**src/rtl/zcle_pkg.sv**
```systemverilog
`default_nettype none

package zcle_pkg;

  localparam int TIME_W     = 32;
  localparam int COUNT_W    = 16;
  localparam int WIN_W      = 20;
  localparam int THR_W      = 24;
  localparam int PER_W      = 16;
  localparam int CFG_IDX_W  = 2;
  localparam int CFG_DATA_W = 24;

  // Merge weight is Q.24; the weight magnitude fits in WIN_W + PER_W bits.
  localparam int Q_FRAC   = 24;
  localparam int MW_W     = WIN_W + PER_W;
  localparam int CHUNK_A  = 24;
  localparam int CHUNK_B  = 18;
  localparam int B_CHUNKS = MW_W / CHUNK_B;
  localparam int PROD_W   = CHUNK_A + CHUNK_B;

  localparam logic                  RST_STEREO = 1'b0;
  localparam logic [WIN_W-1:0]      RST_WINDOW = '0;
  localparam logic [THR_W-1:0]      RST_THRESH = THR_W'(1);
  localparam logic [PER_W-1:0]      RST_PERIOD = PER_W'(380);
  localparam logic [COUNT_W-1:0]    COUNT_MAX  = '1;

  typedef enum logic [CFG_IDX_W-1:0] {
    CFG_STEREO = 2'd0,
    CFG_WINDOW = 2'd1,
    CFG_THRESH = 2'd2,
    CFG_PERIOD = 2'd3
  } cfg_idx_t;

  typedef enum logic {
    EV_NEW   = 1'b0,
    EV_MERGE = 1'b1
  } event_kind_t;

  typedef struct packed {
    logic load;
    logic eval;
    logic wgt;
    logic mag;
    logic mul;
    logic acc;
    logic emit;
  } cmd_t;

  typedef struct packed {
    logic merge;
    logic emit_new;
    logic mul_last;
    logic out_free;
  } status_t;

endpackage

`default_nettype wire

```
**src/rtl/zcle_ctrl.sv**
```systemverilog
`default_nettype none

module zcle_ctrl import zcle_pkg::*; (
  input  wire logic    clk,
  input  wire logic    rst_n,
  input  wire logic    in_valid,
  output logic         in_stall,
  input  wire status_t st,
  output cmd_t         cmd
);

  typedef enum logic [6:0] {
    S_IDLE = 7'b0000001,
    S_EVAL = 7'b0000010,
    S_WGT  = 7'b0000100,
    S_MAG  = 7'b0001000,
    S_MUL  = 7'b0010000,
    S_ACC  = 7'b0100000,
    S_EMIT = 7'b1000000
  } state_t;

  state_t state_r;
  state_t state_nxt;

  always_comb begin
    state_nxt = state_r;
    cmd       = '0;
    case (state_r)
      S_IDLE: begin
        if (in_valid) begin
          cmd.load  = 1'b1;
          state_nxt = S_EVAL;
        end
      end
      S_EVAL: begin
        cmd.eval = 1'b1;
        if (st.merge) begin
          state_nxt = S_WGT;
        end else if (st.emit_new) begin
          state_nxt = S_EMIT;
        end else begin
          state_nxt = S_IDLE;
        end
      end
      S_WGT: begin
        cmd.wgt   = 1'b1;
        state_nxt = S_MAG;
      end
      S_MAG: begin
        cmd.mag   = 1'b1;
        state_nxt = S_MUL;
      end
      S_MUL: begin
        cmd.mul = 1'b1;
        if (st.mul_last) begin
          state_nxt = S_ACC;
        end
      end
      S_ACC: begin
        cmd.acc   = 1'b1;
        state_nxt = S_EMIT;
      end
      S_EMIT: begin
        if (st.out_free) begin
          cmd.emit  = 1'b1;
          state_nxt = S_IDLE;
        end
      end
      default: begin
        state_nxt = S_IDLE;
      end
    endcase
  end

  always_ff @(posedge clk) begin
    if (!rst_n) begin
      state_r <= S_IDLE;
    end else begin
      state_r <= state_nxt;
    end
  end

  assign in_stall = (state_r != S_IDLE);

endmodule

`default_nettype wire

```
**src/rtl/zcle_dp.sv**
```systemverilog
`default_nettype none

module zcle_dp import zcle_pkg::*; #(
  parameter int SAMPLE_BITS = 16,
  parameter int AREA_BITS   = 40
) (
  input  wire logic                          clk,
  input  wire logic                          rst_n,
  input  wire cmd_t                          cmd,
  output status_t                            st,
  input  wire logic signed [SAMPLE_BITS-1:0] in_left_sample,
  input  wire logic signed [SAMPLE_BITS-1:0] in_right_sample,
  input  wire logic                          cfg_we,
  input  wire logic [CFG_IDX_W-1:0]          cfg_index,
  input  wire logic [CFG_DATA_W-1:0]         cfg_data,
  output logic                               out_valid,
  input  wire logic                          out_stall,
  output logic                               out_event_kind,
  output logic [TIME_W-1:0]                  out_reflection_time,
  output logic signed [AREA_BITS-1:0]        out_reflection_area,
  output logic [COUNT_W-1:0]                 out_reflection_number
);

  localparam int SW       = SAMPLE_BITS;
  localparam int AW       = AREA_BITS;
  localparam int A_CHUNKS = (AW + CHUNK_A - 1) / CHUNK_A;
  localparam int MA_W     = A_CHUNKS * CHUNK_A;
  localparam int ACC_W    = MA_W + MW_W;
  localparam int RW       = ACC_W - Q_FRAC;
  localparam int STEPS    = A_CHUNKS * B_CHUNKS;
  localparam int STEP_W   = $clog2(STEPS);
  localparam int W_W      = MW_W + 2;

  localparam logic [AW-1:0] AREA_MAX = {1'b0, {(AW-1){1'b1}}};
  localparam logic [AW-1:0] AREA_MIN = {1'b1, {(AW-1){1'b0}}};

  logic                stereo_r;
  logic [WIN_W-1:0]    window_r;
  logic [THR_W-1:0]    thresh_r;
  logic [PER_W-1:0]    period_r;

  logic [SW-1:0]       left_r;
  logic [SW-1:0]       right_r;
  logic [AW-1:0]       lobe_r;
  logic [SW-1:0]       prev_r;
  logic [TIME_W-1:0]   cnt_r;
  logic [TIME_W-1:0]   ltime_r;
  logic [AW-1:0]       larea_r;
  logic [COUNT_W-1:0]  count_r;
  logic                kind_r;

  logic [WIN_W-1:0]    elapsed_r;
  logic [MW_W-1:0]     prod_r;
  logic [MA_W-1:0]     ma_r;
  logic                lneg_r;
  logic                neg_r;
  logic [MW_W-1:0]     mw_r;
  logic [STEP_W-1:0]   step_r;
  logic [ACC_W-1:0]    acc_r;
  logic                out_valid_r;

  logic [SW:0]         pair_sum;
  logic [SW-1:0]       sample;
  logic [AW:0]         sum_wide;
  logic [AW-1:0]       sum_new;
  logic                crossing;
  logic                first;
  logic [TIME_W-1:0]   elapsed;
  logic                in_window;
  logic                opposite;
  logic [AW:0]         diff;
  logic [AW:0]         diff_mag;
  logic                over_thr;
  logic                first_hit;
  logic                new_ok;
  logic                merge;
  logic [AW-1:0]       lobe_mag;

  logic [W_W-1:0]      w_val;
  logic [W_W-1:0]      w_mag;
  logic [STEP_W-1:0]   a_idx;
  logic                b_idx;
  logic [CHUNK_A-1:0]  a_chunk;
  logic [CHUNK_B-1:0]  b_chunk;
  logic [PROD_W-1:0]   pp;

  logic [RW:0]         r_ext;
  logic [RW:0]         term;
  logic [RW+1:0]       total;
  logic [RW+2-AW:0]    upper;
  logic [AW-1:0]       area_merged;

  // Stereo average is a floor shift of the pair sum.
  assign pair_sum = {left_r[SW-1], left_r} + {right_r[SW-1], right_r};
  assign sample   = stereo_r ? pair_sum[SW:1] : left_r;

  assign sum_wide = {lobe_r[AW-1], lobe_r} + {{(AW+1-SW){sample[SW-1]}}, sample};
  always_comb begin
    if (sum_wide[AW] != sum_wide[AW-1]) begin
      sum_new = sum_wide[AW] ? AREA_MIN : AREA_MAX;
    end else begin
      sum_new = sum_wide[AW-1:0];
    end
  end

  assign crossing = (!sample[SW-1] && (sample != '0) && prev_r[SW-1]) ||
                    (sample[SW-1] && !prev_r[SW-1] && (prev_r != '0));
  assign first     = (count_r == '0);
  assign elapsed   = cnt_r - ltime_r;
  assign in_window = (elapsed < {{(TIME_W-WIN_W){1'b0}}, window_r});

  assign opposite = (!larea_r[AW-1] && (larea_r != '0) && sum_new[AW-1]) ||
                    (larea_r[AW-1] && !sum_new[AW-1] && (sum_new != '0));
  assign diff     = {sum_new[AW-1], sum_new} - {larea_r[AW-1], larea_r};
  assign diff_mag = diff[AW] ? (~diff + 1'b1) : diff;
  assign over_thr = (diff_mag > (AW+1)'(thresh_r));

  assign first_hit = crossing && first;
  assign merge     = crossing && !first && in_window;
  assign new_ok    = crossing && !first && !in_window && opposite && over_thr;
  assign lobe_mag  = sum_new[AW-1] ? (~sum_new + 1'b1) : sum_new;

  // Weight is one minus the elapsed time times the period, signed Q.24.
  assign w_val = W_W'(1 << Q_FRAC) - {2'b00, prod_r};
  assign w_mag = w_val[W_W-1] ? (~w_val + 1'b1) : w_val;

  // One partial product of the lobe magnitude and the weight magnitude per cycle.
  assign a_idx   = step_r >> 1;
  assign b_idx   = step_r[0];
  assign a_chunk = CHUNK_A'(ma_r >> (CHUNK_A * a_idx));
  assign b_chunk = CHUNK_B'(mw_r >> (CHUNK_B * b_idx));
  assign pp      = PROD_W'(a_chunk) * PROD_W'(b_chunk);

  assign r_ext = {1'b0, acc_r[ACC_W-1:Q_FRAC]};
  assign term  = neg_r ? (~r_ext + 1'b1) : r_ext;
  assign total = {{(RW+2-AW){larea_r[AW-1]}}, larea_r} + {term[RW], term};
  assign upper = total[RW+1:AW-1];
  always_comb begin
    if ((&upper) || !(|upper)) begin
      area_merged = total[AW-1:0];
    end else begin
      area_merged = total[RW+1] ? AREA_MIN : AREA_MAX;
    end
  end

  always_ff @(posedge clk) begin
    if (!rst_n) begin
      stereo_r <= RST_STEREO;
      window_r <= RST_WINDOW;
      thresh_r <= RST_THRESH;
      period_r <= RST_PERIOD;
    end else if (cfg_we) begin
      case (cfg_idx_t'(cfg_index))
        CFG_STEREO: stereo_r <= cfg_data[0];
        CFG_WINDOW: window_r <= cfg_data[WIN_W-1:0];
        CFG_THRESH: thresh_r <= cfg_data[THR_W-1:0];
        CFG_PERIOD: period_r <= cfg_data[PER_W-1:0];
        default: begin
        end
      endcase
    end
  end

  always_ff @(posedge clk) begin
    if (!rst_n) begin
      lobe_r  <= '0;
      prev_r  <= '0;
      cnt_r   <= '0;
      ltime_r <= '0;
      larea_r <= '0;
      count_r <= '0;
    end else begin
      if (cmd.eval) begin
        lobe_r <= crossing ? '0 : sum_new;
        prev_r <= sample;
        cnt_r  <= cnt_r + 1'b1;
        if (first_hit || new_ok) begin
          ltime_r <= cnt_r;
          larea_r <= sum_new;
          if (first) begin
            count_r <= COUNT_W'(1);
          end else if (count_r != COUNT_MAX) begin
            count_r <= count_r + 1'b1;
          end
        end
      end
      if (cmd.acc) begin
        larea_r <= area_merged;
      end
    end
  end

  always_ff @(posedge clk) begin
    if (cmd.load) begin
      left_r  <= in_left_sample;
      right_r <= in_right_sample;
    end
    if (cmd.eval) begin
      kind_r    <= merge ? EV_MERGE : EV_NEW;
      elapsed_r <= elapsed[WIN_W-1:0];
      ma_r      <= MA_W'(lobe_mag);
      lneg_r    <= sum_new[AW-1];
    end
    if (cmd.wgt) begin
      prod_r <= MW_W'(elapsed_r) * MW_W'(period_r);
    end
    if (cmd.mag) begin
      mw_r   <= w_mag[MW_W-1:0];
      neg_r  <= lneg_r ^ w_val[W_W-1];
      step_r <= '0;
      acc_r  <= '0;
    end
    if (cmd.mul) begin
      acc_r  <= acc_r + (ACC_W'(pp) << (CHUNK_A * a_idx + CHUNK_B * b_idx));
      step_r <= step_r + 1'b1;
    end
    if (cmd.emit) begin
      out_event_kind        <= kind_r;
      out_reflection_time   <= ltime_r;
      out_reflection_area   <= larea_r;
      out_reflection_number <= count_r - 1'b1;
    end
  end

  always_ff @(posedge clk) begin
    if (!rst_n) begin
      out_valid_r <= 1'b0;
    end else if (cmd.emit) begin
      out_valid_r <= 1'b1;
    end else if (!out_stall) begin
      out_valid_r <= 1'b0;
    end
  end

  assign out_valid   = out_valid_r;
  assign st.merge    = merge;
  assign st.emit_new = first_hit || new_ok;
  assign st.mul_last = (step_r == STEP_W'(STEPS - 1));
  assign st.out_free = !out_valid_r || !out_stall;

endmodule

`default_nettype wire

```
**src/rtl/zero_crossing_lobe_extractor.sv**
```systemverilog
// An item that ends no lobe goes through evaluation back to idle; a new reflection goes
// from evaluation to the emit state; a merge first passes the weight, magnitude, multiply
// and accumulate states. The next item is stalled until the last is done, and emit waits
// while output is held; a 24x18 multiplier builds the merge product one partial a cycle.
// Synchronous active-low reset clears all lobe and reflection state and loads the
// register defaults; the output register holds one result while the next item runs.
`default_nettype none

module zero_crossing_lobe_extractor import zcle_pkg::*; #(
  parameter int SAMPLE_BITS = 16,
  parameter int AREA_BITS   = 40
) (
  input  wire logic                          clk,
  input  wire logic                          rst_n,
  input  wire logic                          in_valid,
  output logic                               in_stall,
  input  wire logic signed [SAMPLE_BITS-1:0] in_left_sample,
  input  wire logic signed [SAMPLE_BITS-1:0] in_right_sample,
  output logic                               out_valid,
  input  wire logic                          out_stall,
  output logic                               out_event_kind,
  output logic [TIME_W-1:0]                  out_reflection_time,
  output logic signed [AREA_BITS-1:0]        out_reflection_area,
  output logic [COUNT_W-1:0]                 out_reflection_number,
  input  wire logic                          cfg_valid,
  output logic                               cfg_ready,
  input  wire logic [CFG_IDX_W-1:0]          cfg_index,
  input  wire logic [CFG_DATA_W-1:0]         cfg_data
);

  cmd_t    cmd;
  status_t st;

  assign cfg_ready = 1'b1;

  zcle_ctrl u_ctrl (
    .clk      (clk),
    .rst_n    (rst_n),
    .in_valid (in_valid),
    .in_stall (in_stall),
    .st       (st),
    .cmd      (cmd)
  );

  zcle_dp #(
    .SAMPLE_BITS (SAMPLE_BITS),
    .AREA_BITS   (AREA_BITS)
  ) u_dp (
    .clk                   (clk),
    .rst_n                 (rst_n),
    .cmd                   (cmd),
    .st                    (st),
    .in_left_sample        (in_left_sample),
    .in_right_sample       (in_right_sample),
    .cfg_we                (cfg_valid && cfg_ready),
    .cfg_index             (cfg_index),
    .cfg_data              (cfg_data),
    .out_valid             (out_valid),
    .out_stall             (out_stall),
    .out_event_kind        (out_event_kind),
    .out_reflection_time   (out_reflection_time),
    .out_reflection_area   (out_reflection_area),
    .out_reflection_number (out_reflection_number)
  );

endmodule

`default_nettype wire

```
**config.mk**
```make
export PLATFORM = sky130hd
export DESIGN_NAME = zero_crossing_lobe_extractor
export DESIGN_NICKNAME = d
export VERILOG_FILES = /design/src/rtl/zcle_pkg.sv /design/src/rtl/zcle_ctrl.sv /design/src/rtl/zcle_dp.sv /design/src/rtl/zero_crossing_lobe_extractor.sv
export SDC_FILE = /design/constraint.sdc
export NUM_CORES = 2
export LEC_CHECK = 0
export BUFFER_PORTS_ARGS = -buffer_cell sky130_fd_sc_hd__buf_2
export CAP_MARGIN = 10
export CELL_PAD_IN_SITES_DETAIL_PLACEMENT = 1
export CELL_PAD_IN_SITES_GLOBAL_PLACEMENT = 2
export CORE_MARGIN = 2
export CORE_UTILIZATION = 35
export CTS_BUF_LIST = sky130_fd_sc_hd__clkbuf_8
export CTS_CLUSTER_SIZE = 14
export DETAILED_ROUTE_END_ITERATION = 8
export PLACE_DENSITY = 0.79
export SYNTH_ARGS = -nofsm -noshare
export SYNTH_HDL_FRONTEND = slang
export SYNTH_SLANG_ARGS = --single-unit
export TNS_END_PERCENT = 10
```
**constraint.sdc**
```tcl
create_clock -name clk -period 34.6 [get_ports clk]
set_clock_uncertainty 0.15 [all_clocks]
set_input_delay 3.46 -clock clk [delete_from_list [all_inputs] [get_ports clk]]
set_output_delay 3.46 -clock clk [all_outputs]
set_load 0.02 [all_outputs]
```
; ---- Yosys cells after proc, flatten, opt, wreduce, memory -nomap -nowiden
; Index checks and enable logic that the tools add are counted.
[totals]
register_bits = 587
out_inout_bits = 92
word_cells = 161
[op_classes]
n_addsub = 16
mul = 4
n_lt_le_gt_ge = 2
eq_ne = 18
n_shift = 3
mux = 37
n_bitwise = 5
reduce_logical = 48
[op_table]
columns = cell, count
row1 = $mux W40, 8
row2 = $mux W84, 2
row3 = $add A84 B84 Y84, 1
row4 = $shl A42 B32 Y84, 1
row5 = $reduce_bool A40 Y1, 2
row6 = $add A40 B61 Y62, 1
row7 = $add A61 B1 Y61 const B, 1
row8 = $mux W61, 1
row9 = $not A60 Y61, 1
row10 = $pmux W7 S7, 1
row11 = $mux W16, 3
row12 = $mul A24 B18 Y42, 1
row13 = $add A40 B16 Y41, 1
row14 = $add A41 B1 Y41 const B, 1
row15 = $gt A41 B24 Y1, 1
row16 = $mux W41, 1
row17 = $not A41 Y41, 1
row18 = $sub A40 B40 Y41, 1
row19 = $add A40 B1 Y40 const B, 1
row20 = $not A40 Y40, 1
row21 = $shr A40 B7 Y24, 1
row22 = $mux W39, 1
row23 = $sub A25 B36 Y37 const A, 1
row24 = $add A36 B1 Y36 const B, 1
row25 = other kinds (43), 98

; ---- Logic depth before layout (Yosys ltp)
[logic_depth]
depth_word = 15
ltp_mapped = 70
ltp_nobuf = 61

; ---- Hierarchy
; Synthesis repeated with hierarchy kept, for this count alone.
[hier_totals]
hier_cells = 7992
hier_area_um2 = 69207.6
[modules_own_cells]
columns = module, n_inst, cells_each, area_per_inst_um2
row1 = zcle_dp, 1, 7926, 68723.4
row2 = zcle_ctrl, 1, 64, 473.0
row3 = zero_crossing_lobe_extractor, 1, 2, 11.3

; ---- Least setup slack after synthesis
; OpenSTA, ideal clock, no wires.
[synth_timing]
kind = reg-to-reg
startpoint = reg u_dp.left_r[2]
endpoint = reg u_dp.larea_r[39]
setup_ns = 0.115
arrival_ns = 13.691
required_ns = 34.335
setup_slack_ns = 20.645
stages_incl_launch_ff = 66
path_buffers = 9
synth_period_minus_slack_ns = 13.955
cell_sequence = edfxtp_1 ha_1 nor2b_1 o21ai_0 a21boi_0 o21ai_0 a21boi_0 o21ai_0 a21boi_0 o21a_1 o21a_1 o21ai_0 a21oi_1 a21oi_1 ha_1 clkbuf_1 nand2_1 or3_1 [... 30 more ...] nor2b_1 o21a_1 o21a_1 o21a_1 o21ai_0 nand2b_1 a21oi_1 o311ai_0 a21oi_1 o22ai_1 nor4_1 o2111a_1 o2111ai_1 o31ai_2 a211oi_2 buf_2 a22o_1 o21a_1
[synth_via]
elab_chain_len = 14
word_cells_on_any_way = 35
[synth_lines]
columns = element, line_no
row1 = from (decl), zcle_dp.sv:42  ; logic [SW-1:0] left_r;
row2 = from (signal assigned), zcle_dp.sv:195  ; left_r <= in_left_sample;
row3 = $add A16 B16 Y17 *, zcle_dp.sv:94  ; assign pair_sum = {left_r[SW-1], left_r} + {right_r[SW-1], right_r};
row4 = $mux W16 *, zcle_dp.sv:95  ; assign sample = stereo_r ? pair_sum[SW:1] : left_r;
row5 = net u_dp.sample[15], zcle_dp.sv:63  ; logic [SW-1:0] sample;
row6 = $add A40 B16 Y41, zcle_dp.sv:97  ; assign sum_wide = {lobe_r[AW-1], lobe_r} + {{(AW+1-SW){sample[SW-1]}}, sample};
row7 = $mux W40 / $ne A1 B1 Y1 (equally long branches), "zcle_dp.sv:100, zcle_dp.sv:99"
row8 = $mux W40, zcle_dp.sv:99  ; if (sum_wide[AW] != sum_wide[AW-1]) begin
row9 = $sub A40 B40 Y41 / $logic_not A1 Y1 (equally long branches), "zcle_dp.sv:114, zcle_dp.sv:113"
row10 = $not A41 Y41 / $logic_and A1 B1 Y1 (equally long branches), "zcle_dp.sv:115, zcle_dp.sv:113"
row11 = $add A41 B1 Y41 / $logic_and A1 B1 Y1 (equally long branches), "zcle_dp.sv:115, zcle_dp.sv:113"
row12 = $mux W41 / $logic_or A1 B1 Y1 (equally long branches), "zcle_dp.sv:115, zcle_dp.sv:112"
row13 = $gt A41 B24 Y1 / $logic_and A1 B1 Y1 (equally long branches), "zcle_dp.sv:116, zcle_dp.sv:120"
row14 = $logic_and A1 B1 Y1, zcle_dp.sv:120  ; assign new_ok = crossing && !first && !in_window && opposite && over_thr;
row15 = $logic_or A1 B1 Y1, zcle_dp.sv:177  ; if (first_hit || new_ok) begin
row16 = $reduce_bool A2 Y1 (no line), n/a
row17 = $reduce_and A2 Y1 (no line), n/a
row18 = to (signal assigned), zcle_dp.sv:179  ; larea_r <= sum_new;
row19 = to (signal assigned), zcle_dp.sv:188  ; larea_r <= area_merged;
row20 = to (decl), zcle_dp.sv:48  ; logic [AW-1:0] larea_r;
; Mark *: on every way through the listed nets, which the timed path passes. The rest lies on a longest branch. The select of a mux whose other input is x is not followed.
; A chain may end at the register's enable or synchronous reset.

; ---- Worst setup path after layout
[layout_timing]
startpoint = reg u_dp.right_r[2]
endpoint = reg u_dp.larea_r[8]
[layout_via]
elab_chain_len = 14
word_cells_on_any_way = 35
[layout_lines]
columns = element, line_no
row1 = from (decl), zcle_dp.sv:43  ; logic [SW-1:0] right_r;
row2 = from (signal assigned), zcle_dp.sv:196  ; right_r <= in_right_sample;
row3 = $add A16 B16 Y17 *, zcle_dp.sv:94
row4 = $mux W16 *, zcle_dp.sv:95
row5 = net u_dp.sample[15], zcle_dp.sv:63
row6 = $add A40 B16 Y41, zcle_dp.sv:97
row7 = $mux W40 / $ne A1 B1 Y1 (equally long branches), "zcle_dp.sv:100, zcle_dp.sv:99"
row8 = $mux W40, zcle_dp.sv:99
row9 = $sub A40 B40 Y41 / $logic_not A1 Y1 (equally long branches), "zcle_dp.sv:114, zcle_dp.sv:113"
row10 = $not A41 Y41 / $logic_and A1 B1 Y1 (equally long branches), "zcle_dp.sv:115, zcle_dp.sv:113"
row11 = $add A41 B1 Y41 / $logic_and A1 B1 Y1 (equally long branches), "zcle_dp.sv:115, zcle_dp.sv:113"
row12 = $mux W41 / $logic_or A1 B1 Y1 (equally long branches), "zcle_dp.sv:115, zcle_dp.sv:112"
row13 = $gt A41 B24 Y1 / $logic_and A1 B1 Y1 (equally long branches), "zcle_dp.sv:116, zcle_dp.sv:120"
row14 = $logic_and A1 B1 Y1, zcle_dp.sv:120
row15 = $logic_or A1 B1 Y1, zcle_dp.sv:177
row16 = $reduce_bool A2 Y1 (no line), n/a
row17 = $reduce_and A2 Y1 (no line), n/a
; Marked as above.

==> results.cfg <==
[run_status]
status = finished, final reports clean

[critical_path]
timing_worst_setup_path_type = reg2reg
r2r_end = u_dp.larea_r[8]$_SDFFE_PN0P_
end_kind = flip-flop
critical_path_required_ps = 35180
crit_slowest_cell = a21oi_1
r2r-start = u_dp.right_r[2]$_DFFE_PP_
r2r_slack_ps = 18410
arrival_ps = 16770
crit_path_frequent_cell = a21oi_1
startpoint_type = flip-flop
path_max_fanout = 44
ff2ff_path_depth = 60
path_delay_family = compound AO/OA/AOI/OAI gates
cp_num_buf_inv = 5
cp.depth = 60
slowest_delay_ps = 590

[clock_tree]
path_clk_slew_ps = 60
post-cts-setup-buffer-count = 0
cts_tree = built
cts_max_path_buffers = 3
cts_root_buffer = clkbuf_8
cts_hold_buf = 0
clk_latency_ps = 880
cts_num_sinks = 587
htree_levels = 3
cts-resized-gates = 0
numCtsBuffers = 113

[placement]
hpwl_mm = 183.6
portBuffers = 153
gp_congestion = 0.9019

[grt]
grt_max_degree = 127
grt_pass1_vias = 60440
antenna_found_initial = 20
groute.usage.overall = 0.2307
grt_pass1_wl_mm = 359.6
overflow = 0

[die]
die_x_um = 445.2
start_util = 0.3531
fp.coreArea_um2 = 193000
io_pins = 155
num_rows = 161
die_y_um = 445.2
dieArea_um2 = 198200

[hold_path]
holdCritStartpoint = u_dp.kind_r$_DFFE_PP_
hold_path_class = reg2reg
whs_endpoint = u_dp.out_event_kind$_DFFE_PP_
hold_depth = 0

[sta]
final_min_period_over_clock_period = 0.4679
fin_tns_setup_ps = 0
slew_viol_final = 0
max_slew_margin = 0.2447
setup_viol = 0
period_minus_slack_ps = 16190
hold_violations = 0
max_freq_mhz = 61.77
rsz0062_at_grt = no
tightestPinTransition_ps = 1119

[logic_synthesis]
ys_seq_area_frac = 0.2227
synth_edf_count = 342
netlist_area_um2 = 68130
synth_cells = 7911
syn_nets = 9131
yosysUniqueCellTypes = 106
yosys_most_used_dff = edfxtp_1
postSynth.asyncResetShare = 0
syn_avg_cell_area_um2 = 8.612
yosysWarnings = 0
yosys_register_bits = 587

[routing]
vias = 57230
drcViolationCount = 0
ant_nets = 0
drt-pass1-iter-count = 5
drt_iter0_markers = 3532
via_per_inst = 5.421
detail_route.wl_per_cell_um = 21.94
drt-total-wl_mm = 231.6

[finish]
fin_nets = 9144
drive_above_1_share = 0.06793
final_cell_mix = 1058 x nand2_1, 942 x inv_1, 608 x fa_1
final_common_cell = nand2_1
final_core_util = 0.3831
area_delta_synth_final_pct = 8.497

[run]
maxCapViolCount = 0
[metrics by stage]
step | std cells | instance area (um^2) | hold slack [ps] | setup WS [ps]
after floorplan | 7911 | 68130 | 250.3 | 20640
after global placement | 10340 | 71500 | 258.1 | 19090
after detailed placement | 10340 | 71500 | 260.7 | 18650
after CTS | 10550 | 73900 | 270.2 | 18490
after global routing | 10550 | 73920 | 269.7 | 17200
final | 10560 | 73920 | 269.4 | 18410
[per-layer routing]
metal | GRT usage | vias up | share of wire
met3 | 0.02825 | 278 | 0.042
met4 | 0.05870 | 20 | 0.027
met2 | 0.3777 | 1097 | 0.46
li1 | - | 26750 | -
met5 | 0 | - | 0.00055
met1 | 0.3217 | 29080 | 0.47
[Yosys cell counts, types with 45 or more instances]
master	instances	area, um^2
nand3_1	141	705.7
nand2b_1	81	506.7
and2_1	206	1289
nand2_1	1058	3971
or3_1	47	294.0
a31oi_1	56	350.3
nor3_1	148	740.7
nor4_1	45	281.5
xor2_1	142	1244
o21ai_0	272	1361
nor2_1	559	2098
o211a_1	54	540.5
o21bai_1	47	352.8
clkbuf_1	300	1126
nor2b_1	117	732.0
and3_1	55	344.1
o21a_1	54	405.4
dfxtp_1	245	4905
a21oi_1	420	2102
inv_1	916	3438
mux2_2	52	585.6
a21o_1	200	1501
mux2i_1	135	1351
xnor2_1	375	3284
a21boi_0	89	668.1
edfxtp_1	342	10270
nand4_1	71	444.2
ha_1	549	6869
fa_1	608	12170
[state kept, by name, indices dropped and copies added (netlist names), 32 cells and up]
signal	flops
u_dp.larea_r	40
u_dp.ma_r	40
u_dp.cnt_r	32
u_dp.prod_r	36
u_dp.lobe_r	40
u_dp.ltime_r	32
u_dp.acc_r	84
u_dp.out_reflection_area	40
u_dp.out_reflection_time	32
u_dp.mw_r	36
[final cells by class]
type / count / area [um^2]
Fill cell: 22770 / 119100
Multi-Input combinational cell: 6065 / 48300
Sequential cell: 587 / 15170
Inverter: 918 / 3448
Tap cell: 2526 / 3161
Clock buffer: 117 / 1610
Timing Repair Buffer: 239 / 1418
Clock inverter: 97 / 790.8
Antenna cell: 7 / 17.52
[logic make-up after synthesis]
kind of cell	Yosys count	synth area share
AND/OR/NAND/NOR	2678	0.1850
AO/OA/AOI/OAI	1520	0.1470
buffers and inverters	1259	0.07010
adder cells (fa/ha/maj)	1157	0.2795
flip-flops	587	0.2227
XOR/XNOR	517	0.06646
multiplexers	192	0.02925
other	1	0.00005504
[worst max-delay path by stage]
stage | start | to | slack (ps)
floorplan | u_dp.left_r[2]$_DFFE_PP_ | u_dp.larea_r[39]$_SDFFE_PN0P_ | 20640
global placement | u_dp.right_r[1]$_DFFE_PP_ | u_dp.larea_r[8]$_SDFFE_PN0P_ | 19090
detailed placement | u_dp.left_r[2]$_DFFE_PP_ | u_dp.larea_r[8]$_SDFFE_PN0P_ | 18650
CTS | u_dp.left_r[2]$_DFFE_PP_ | u_dp.larea_r[8]$_SDFFE_PN0P_ | 18490
global route | u_dp.right_r[2]$_DFFE_PP_ | u_dp.larea_r[8]$_SDFFE_PN0P_ | 17200
finish | u_dp.right_r[2]$_DFFE_PP_ | u_dp.larea_r[8]$_SDFFE_PN0P_ | 18410
Power is not shown: default switching activity piles up to over one toggle a cycle in this logic, so the estimate is an artifact.
